===== src/rtl/rtpsrb_pkg.sv =====
// Shared types and constants for the RTP sequence reorder buffer.
// No dependencies; every other file imports this package.
package rtpsrb_pkg;

  localparam int SLOTS  = 8;
  localparam int SLOT_W = $clog2(SLOTS);
  localparam int CNT_W  = $clog2(SLOTS + 1);
  localparam int SEQ_W  = 16;
  localparam int HDL_W  = 16;
  localparam int LEN_W  = 11;

  typedef enum logic [0:0] {
    OP_PACKET = 1'b0,
    OP_FLUSH  = 1'b1
  } op_e;

  typedef enum logic [1:0] {
    ST_IDLE,
    ST_CHECK,
    ST_LAST
  } state_e;

  // Descriptor kept per slot and carried on release
  typedef struct packed {
    logic [SEQ_W-1:0] seq;
    logic [HDL_W-1:0] handle;
    logic [LEN_W-1:0] length;
  } slot_t;

  typedef struct packed {
    slot_t desc;
    logic  gap;
  } pend_t;

endpackage


===== src/rtl/rtpsrb_if.sv =====
// Valid/ready channel interfaces for packet input and release output.
// Depends on rtpsrb_pkg for field widths.
interface rtpsrb_in_if import rtpsrb_pkg::*; ();
  logic             valid;
  logic             ready;
  logic             opcode;
  logic [SEQ_W-1:0] seq_number;
  logic [HDL_W-1:0] buffer_handle;
  logic [LEN_W-1:0] payload_length;

  modport source (output valid, opcode, seq_number, buffer_handle, payload_length,
                  input ready);
  modport sink   (input valid, opcode, seq_number, buffer_handle, payload_length,
                  output ready);
endinterface

interface rtpsrb_out_if import rtpsrb_pkg::*; ();
  logic             valid;
  logic             ready;
  logic [SEQ_W-1:0] out_seq;
  logic [HDL_W-1:0] out_handle;
  logic [LEN_W-1:0] out_length;
  logic             gap_reset;
  logic             last_of_run;

  modport source (output valid, out_seq, out_handle, out_length, gap_reset, last_of_run,
                  input ready);
  modport sink   (input valid, out_seq, out_handle, out_length, gap_reset, last_of_run,
                  output ready);
endinterface


===== src/rtl/rtp_sequence_reorder_buffer_top.sv =====
// RTP sequence reorder buffer, top level.
// Depends on rtpsrb_pkg and the channel interfaces in rtpsrb_if.sv.

// Reorders packet descriptors (sequence number, buffer handle, payload length)
// by 16-bit RTP sequence number; payload bytes never pass through. The first
// packet after reset or a flush sets the expected number. A packet behind the
// expected number (ahead distance 0x8000..0xFFFF, modulo 2^16) is dropped with
// no transaction. A packet 1..SLOTS-1 ahead is stored in slot seq mod SLOTS,
// overwriting whatever sat there. The expected packet is released at once,
// followed by every stored in-order successor; last_of_run marks the final
// release of such a run. A packet SLOTS or more ahead clears all slots and is
// released alone with gap_reset and last_of_run set. A flush clears the slots
// and produces no transaction. A flush, store or drop leaves the input ready;
// a packet that releases descriptors stalls the input until its last release
// enters the output register, and back-pressure lengthens that stall. The
// descriptor store is a one-read, one-write synchronous RAM read once per cycle
// along the chain, and the release decision for each descriptor waits on the
// read of its successor. At most SLOTS descriptors leave per packet. A released
// transaction sits in an output register, so the input takes the next packet
// while the final release of a run still waits for the sink.
module rtp_sequence_reorder_buffer_top import rtpsrb_pkg::*; (
  input  logic          clk_i,
  input  logic          rst_ni,
  rtpsrb_in_if.sink     in_i,
  rtpsrb_out_if.source  out_o
);

  state_e             state_q, state_d;
  logic [SEQ_W-1:0]   exp_q, exp_d;
  logic               await_q, await_d;
  logic [SLOTS-1:0]   valid_q, valid_d;
  logic [CNT_W-1:0]   n_q, n_d;
  pend_t              pend_q, pend_d;

  // Descriptor RAM: one write port, one registered read port
  slot_t              mem_q [SLOTS];
  slot_t              rd_q;
  logic               wr_en;
  logic [SLOT_W-1:0]  wr_addr;
  logic [SLOT_W-1:0]  rd_addr;
  slot_t              wr_data;

  // Output register
  logic               out_valid_q;
  pend_t              out_q;
  logic               out_last_q;

  logic               in_fire;
  logic               push_ok;
  logic               push;
  logic               push_last;
  logic               rd_hit;
  logic [SEQ_W-1:0]   exp_base;
  logic [SEQ_W-1:0]   ahead;
  logic [SEQ_W-1:0]   seq_next;

  assign in_fire  = in_i.valid && in_i.ready;
  assign push_ok  = !out_valid_q || out_o.ready;
  assign in_i.ready = (state_q == ST_IDLE);

  // First packet after reset or flush becomes its own expected number
  assign exp_base = await_q ? in_i.seq_number : exp_q;
  assign ahead    = in_i.seq_number - exp_base;
  assign seq_next = in_i.seq_number + SEQ_W'(1);

  // Read data belongs to exp_q: the address is always taken from exp_d
  assign rd_addr  = exp_d[SLOT_W-1:0];
  assign rd_hit   = valid_q[exp_q[SLOT_W-1:0]] && (rd_q.seq == exp_q) &&
                    (n_q < CNT_W'(SLOTS));

  assign wr_addr  = in_i.seq_number[SLOT_W-1:0];
  assign wr_data  = '{seq: in_i.seq_number, handle: in_i.buffer_handle,
                      length: in_i.payload_length};

  always_comb begin
    state_d   = state_q;
    exp_d     = exp_q;
    await_d   = await_q;
    valid_d   = valid_q;
    n_d       = n_q;
    pend_d    = pend_q;
    wr_en     = 1'b0;
    push      = 1'b0;
    push_last = 1'b0;

    case (state_q)
      ST_IDLE: begin
        if (in_fire) begin
          if (op_e'(in_i.opcode) == OP_FLUSH) begin
            // clear slots, rearm first-packet
            await_d = 1'b1;
            valid_d = '0;
          end else begin
            await_d = 1'b0;
            exp_d   = exp_base;
            if (ahead[SEQ_W-1]) begin
              // behind: drop
            end else if (ahead == '0) begin
              // in order: hold it until the successor lookup settles last_of_run
              pend_d  = '{desc: wr_data, gap: 1'b0};
              exp_d   = seq_next;
              n_d     = CNT_W'(1);
              state_d = ST_CHECK;
            end else if (ahead < SEQ_W'(SLOTS)) begin
              wr_en            = 1'b1;
              valid_d[wr_addr] = 1'b1;
            end else begin
              // gap too large: flush the window and release alone
              valid_d = '0;
              pend_d  = '{desc: wr_data, gap: 1'b1};
              exp_d   = seq_next;
              state_d = ST_LAST;
            end
          end
        end
      end

      ST_CHECK: begin
        if (push_ok) begin
          push      = 1'b1;
          push_last = !rd_hit;
          if (rd_hit) begin
            // advance along the chain, free the slot
            pend_d                            = '{desc: rd_q, gap: 1'b0};
            valid_d[exp_q[SLOT_W-1:0]]        = 1'b0;
            exp_d                             = exp_q + SEQ_W'(1);
            n_d                               = n_q + CNT_W'(1);
          end else begin
            state_d = ST_IDLE;
          end
        end
      end

      ST_LAST: begin
        if (push_ok) begin
          push      = 1'b1;
          push_last = 1'b1;
          state_d   = ST_IDLE;
        end
      end

      default: begin
        state_d = ST_IDLE;
      end
    endcase
  end

  always_ff @(posedge clk_i or negedge rst_ni) begin
    if (!rst_ni) begin
      state_q     <= ST_IDLE;
      exp_q       <= '0;
      await_q     <= 1'b1;
      valid_q     <= '0;
      n_q         <= '0;
      out_valid_q <= 1'b0;
    end else begin
      state_q <= state_d;
      exp_q   <= exp_d;
      await_q <= await_d;
      valid_q <= valid_d;
      n_q     <= n_d;
      if (push) begin
        out_valid_q <= 1'b1;
      end else if (out_o.ready) begin
        out_valid_q <= 1'b0;
      end
    end
  end

  // Payload registers, no reset
  always_ff @(posedge clk_i) begin
    pend_q <= pend_d;
    if (push) begin
      out_q      <= pend_q;
      out_last_q <= push_last;
    end
  end

  always_ff @(posedge clk_i) begin
    if (wr_en) begin
      mem_q[wr_addr] <= wr_data;
    end
    rd_q <= mem_q[rd_addr];
  end

  assign out_o.valid       = out_valid_q;
  assign out_o.out_seq     = out_q.desc.seq;
  assign out_o.out_handle  = out_q.desc.handle;
  assign out_o.out_length  = out_q.desc.length;
  assign out_o.gap_reset   = out_q.gap;
  assign out_o.last_of_run = out_last_q;

endmodule


===== src/flat_wrapper.sv =====
// flat-port wrapper written by rule: the top's interface ports become plain ports
module rtp_sequence_reorder_buffer_top_flat import rtpsrb_pkg::*;
  (clk_i, rst_ni, in_i_valid, in_i_opcode, in_i_seq_number, in_i_buffer_handle, in_i_payload_length, in_i_ready, out_o_valid, out_o_out_seq, out_o_out_handle, out_o_out_length, out_o_gap_reset, out_o_last_of_run, out_o_ready);
  rtpsrb_in_if in_i_i ();
  rtpsrb_out_if out_o_i ();
  input  logic clk_i;
  input  logic rst_ni;
  input wire logic [$bits(in_i_i.valid)-1:0] in_i_valid;
  input wire logic [$bits(in_i_i.opcode)-1:0] in_i_opcode;
  input wire logic [$bits(in_i_i.seq_number)-1:0] in_i_seq_number;
  input wire logic [$bits(in_i_i.buffer_handle)-1:0] in_i_buffer_handle;
  input wire logic [$bits(in_i_i.payload_length)-1:0] in_i_payload_length;
  output wire logic [$bits(in_i_i.ready)-1:0] in_i_ready;
  output wire logic [$bits(out_o_i.valid)-1:0] out_o_valid;
  output wire logic [$bits(out_o_i.out_seq)-1:0] out_o_out_seq;
  output wire logic [$bits(out_o_i.out_handle)-1:0] out_o_out_handle;
  output wire logic [$bits(out_o_i.out_length)-1:0] out_o_out_length;
  output wire logic [$bits(out_o_i.gap_reset)-1:0] out_o_gap_reset;
  output wire logic [$bits(out_o_i.last_of_run)-1:0] out_o_last_of_run;
  input wire logic [$bits(out_o_i.ready)-1:0] out_o_ready;
  assign in_i_i.valid = in_i_valid;
  assign in_i_i.opcode = in_i_opcode;
  assign in_i_i.seq_number = in_i_seq_number;
  assign in_i_i.buffer_handle = in_i_buffer_handle;
  assign in_i_i.payload_length = in_i_payload_length;
  assign in_i_ready = in_i_i.ready;
  assign out_o_valid = out_o_i.valid;
  assign out_o_out_seq = out_o_i.out_seq;
  assign out_o_out_handle = out_o_i.out_handle;
  assign out_o_out_length = out_o_i.out_length;
  assign out_o_gap_reset = out_o_i.gap_reset;
  assign out_o_last_of_run = out_o_i.last_of_run;
  assign out_o_i.ready = out_o_ready;
  rtp_sequence_reorder_buffer_top u_core (.clk_i(clk_i), .rst_ni(rst_ni), .in_i(in_i_i), .out_o(out_o_i));
endmodule

===== config.mk =====
export PLATFORM = sky130hd
export DESIGN_NAME = rtp_sequence_reorder_buffer_top_flat
export DESIGN_NICKNAME = d
export VERILOG_FILES = /design/src/rtl/rtpsrb_pkg.sv /design/src/rtl/rtpsrb_if.sv /design/src/rtl/rtp_sequence_reorder_buffer_top.sv /design/src/flat_wrapper.sv
export SDC_FILE = /design/constraint.sdc
export NUM_CORES = 1
export LEC_CHECK = 0
export BUFFER_PORTS_ARGS = -buffer_cell sky130_fd_sc_hd__buf_2
export CORE_MARGIN = 5
export CORE_UTILIZATION = 45
export CTS_BUF_LIST = sky130_fd_sc_hd__clkbuf_16
export DETAILED_ROUTE_END_ITERATION = 10
export HOLD_SLACK_MARGIN = 0.1
export PLACE_DENSITY = 0.6
export SYNTH_ARGS = -nofsm -noshare
export SYNTH_HDL_FRONTEND = slang
export SYNTH_SLANG_ARGS = --single-unit

===== constraint.sdc =====
create_clock -name clk_i -period 19 [get_ports clk_i]
set_input_delay 0.95 -clock clk_i [delete_from_list [all_inputs] [get_ports clk_i]]
set_output_delay 0.95 -clock clk_i [all_outputs]
set_load 0.005 [all_outputs]

==> impl_metrics.env <==
export IMPL_die_area_um2=54300
export IMPL_htree_levels=2
export IMPL_p_leak_nw=8.43
export IMPL_synth_top_area_share=0.581
export IMPL_synth_top_flop_cell="edfxtp_1"
export IMPL_finalInstanceArea_um2=25000
export IMPL_clk_pin_slew_worst_paths_ns=0.06
export IMPL_rsz0062_at_grt="false"
export IMPL_fin_skew_ns=0.0268
export IMPL_yosysWarnings=0
export IMPL_fin_tns_setup_ns=0
export IMPL_cts_sinks=508
export IMPL_start_util=0.456
export IMPL_drv_cap=0
export IMPL_grt_overflow=0
export IMPL_syn_num_nets=1694
export IMPL_cts_root_buffer="clkbuf_16"
export IMPL_insertion_delay_ns=0.60
export IMPL_drt_wirelength_per_cell_um=22.8
export IMPL_clock_fmax_mhz=152
export IMPL_port_buffers=94
export IMPL_gp_congestion=0.939
export IMPL_seq_area_frac_synth=0.655
export IMPL_n_antenna_cell=0
export IMPL_peakVddDrop_v=0.000171
export IMPL_start_kind="flip-flop"
export IMPL_cts_setup_buffers=0
export IMPL_io_pin_count=95
export IMPL_grt_total_usage=0.198
export IMPL_slew_viol_final=0
export IMPL_pwr_share_clk=0.226
export IMPL_synth_area_leaders="edfxtp_1 58%, a211oi_1 5.2%, dfxtp_1 3.8%"
export IMPL_critPathKind="flip-flop to flip-flop"
export IMPL_viasPerCell=6.10
export IMPL_place_ws_ns=12.09
export IMPL_period_share=0.346
export IMPL_finalCriticalPeriod_ns=6.57
export IMPL_synth_edf_count=433
export IMPL_cts_resized=0
export IMPL_crit_path_end_kind="flip-flop"
export IMPL_antenna_found_initial=2
export IMPL_synthAdderAreaFrac=0.0126
export IMPL_area_growth_syn_to_layout_pct=11.5
export IMPL_grt_pass1_vias=14300
export IMPL_p_seq_frac=0.361
export IMPL_synthCells=1624
export IMPL_fin_cells=2387
export IMPL_ctsHoldBuffers=0
export IMPL_cts_buffers=53
export IMPL_place_area_um2=23300
export IMPL_synth_compound_area_frac=0.184
export IMPL_p_sw_mw=1.69
export IMPL_synth_xor_area_frac=0.0133
export IMPL_synthSimpleGateAreaFrac=0.0665
export IMPL_synth_seq_cells=508
export IMPL_cp_arrival_ns=7.06
export IMPL_layout_drive_gt1_share=0.165
export IMPL_synthArstFlopShare=0.0630
export IMPL_setup_viol=0
export IMPL_p_int_mw=2.62
export IMPL_drt_iter0_drc=1298
export IMPL_via_count=14600
export IMPL_drc=0
export IMPL_switching_share=0.392
export IMPL_hold_viol=0
export IMPL_maxSlewHeadroom=0.261
export IMPL_antenna_left=0
export IMPL_worstMarginPinSlew_ns=1.11
export IMPL_ys_types=79
export IMPL_outcome="finished clean"
export IMPL_coreArea_um2=49100
export IMPL_synth_mux_area_fraction=0.0347
export IMPL_synthesis_area_um2=22400
export IMPL_regToRegSetupSlack_ns=12.43
export IMPL_final_util=0.509
export IMPL_cts_tree="built"
export IMPL_synth_avg_cell_area_um2=13.8
export IMPL_p_per_area_nw_per_um2=173
export IMPL_synth_largest_area_cell="edfxtp_1"
export IMPL_rows=81
export IMPL_required_ns=19.49
export IMPL_cts_max_path_buffers=3
export IMPL_grt_max_degree=190
export IMPL_routed_wl_um=54500
export IMPL_die_w_um=233
export IMPL_power_share_combinational=0.414
export IMPL_synth_top_family_by_area="compound AO/OA/AOI/OAI gates"
export IMPL_place_hpwl_um=30200
export IMPL_layout_setup_ws_ns=12.43
export IMPL_drt_pre_antenna_iters=5
export IMPL_grt_pass1_wl_um=84000
export IMPL_die_y_um=233
export IMPL_crit_fanout=189
export IMPL_min_path_type="input port to asynchronous set/reset pin"
export IMPL_nets=1749
export IMPL_dp_cells=2288
==> synthesized netlist by cell type (all sizes together), types with 7 or more instances <==
| master | instances |
|---|---|
| nand2 | 75 |
| o21ai | 68 |
| nor4 | 16 |
| a221oi | 98 |
| a21o | 10 |
| dfrtp | 31 |
| ha | 21 |
| a31oi | 11 |
| mux2i | 19 |
| edfxtp | 433 |
| buf | 80 |
| a21oi | 97 |
| o31a | 29 |
| dfxtp | 43 |
| inv | 30 |
| a22o | 7 |
| o41a | 8 |
| clkbuf | 38 |
| a211oi | 159 |
| a211o | 31 |
| nor2 | 46 |
| and3 | 24 |
| nand2b | 13 |
| nand4 | 16 |
| o211ai | 9 |
| o22ai | 8 |
| xnor2 | 24 |
| xor2 | 10 |
| nand3 | 14 |
| nor2b | 7 |
| nor3 | 41 |
| mux2 | 51 |
| o32ai | 8 |
==> cell families after synthesis <==
kind of cell,Yosys count
compound gates,566
flops,508
simple gates,276
buf+inv,148
mux,70
xor+xnor,34
fa+ha+maj,22
==> critical path, cell delays in order (launching register included) <==
cell and delay, ns:
dfstp_2 0.89, mux2i_1 0.37, ha_1 0.41, nand4_1 0.18, o22ai_1 0.12, or2_1 0.26, o41a_1 0.39, a222oi_1 0.46
and4_1 0.38, a41o_1 0.25, nor2_4 0.04, buf_4 0.33, inv_8 0.69, buf_4 0.86, a221oi_1 0.17, o31a_1 0.35
nor3_1 0.21
==> cells in the final DEF (no fill, tap or decap), drive strengths merged, types with 11 or more instances in the layout <==
master / count
edfxtp: 433
a211oi: 159
buf: 118
a221oi: 98
a21oi: 97
nand2: 75
o21ai: 68
inv: 54
clkbuf: 53
mux2: 51
nor2: 46
dfxtp: 43
nor3: 41
a211o: 31
dfrtp: 31
o31a: 29
xnor2: 24
and3: 24
ha: 21
mux2i: 19
nand4: 16
clkinv: 16
nor4: 16
nand3: 14
nand2b: 13
a31oi: 11
==> worst paths after layout <==
path | start | endpoint | depth (start not counted)
max in group asynchronous | rst_ni | u_core.exp_q[5] | 1
min in group clk_i | u_core.pend_q[0] | u_core.out_o.gap_reset | 0
min reg2reg | u_core.pend_q[0] | u_core.out_o.gap_reset | 0
min | rst_ni | u_core.out_o.valid | 1
max | u_core.await_q | u_core.rd_q[22] | 16
max reg2reg | u_core.await_q | u_core.rd_q[22] | 16
==> power by group through the flow <==
stage / Sequential, mW / Combinational (mW) / Clock, mW
after floorplan: 1.54 / 1.39 / 0
after global placement: 1.58 / 1.76 / 0
after detailed placement: 1.57 / 1.79 / 0
after CTS: 1.56 / 1.80 / 1.00
after global routing: 1.57 / 1.97 / 1.06
final: 1.55 / 1.78 / 0.973
==> final cells by class <==
| type | count | area (µm²) |
|---|---|---|
| fillers | 4215 | 24100 |
| flip-flops and latches | 508 | 14700 |
| multi-input cells | 968 | 7050 |
| clock buffers | 53 | 1330 |
| well taps | 664 | 831 |
| repair buffers | 118 | 651 |
| clock inverters | 46 | 313 |
| inverters | 30 | 120 |
==> sequential cells by signal (all words and copies together), names as in the netlist <==
signal / cells
u_core.mem_q: 344
u_core.pend_q: 44
u_core.rd_q: 43
u_core.exp_q: 16
u_core.out_o.out_handle: 16
u_core.out_o.out_seq: 16
u_core.out_o.out_length: 11
u_core.valid_q: 8
u_core.n_q: 4
u_core.state_q: 2
u_core.await_q: 1
u_core.out_o.gap_reset: 1
u_core.out_o.last_of_run: 1
u_core.out_o.valid: 1
==> metrics by stage <==
stage | hold WS, ns | power, mW
6_report | 0.416 | 4.31
5_1_grt | 0.423 | 4.60
4_1_cts | 0.411 | 4.35
3_5_place_dp | 0.405 | 3.37
3_3_place_gp | 0.402 | 3.34
2_1_floorplan | 0.400 | 2.92
==> layer usage <==
layer | routed length [µm] | GRT usage | vias to the layer above
met5 | 0 | 0 | -
met4 | 1600 | 0.0689 | 0
met3 | 2740 | 0.0265 | 100
met2 | 26300 | 0.326 | 417
met1 | 23900 | 0.274 | 7337
li1 | - | - | 6718
(Power assumes the default switching activity.)
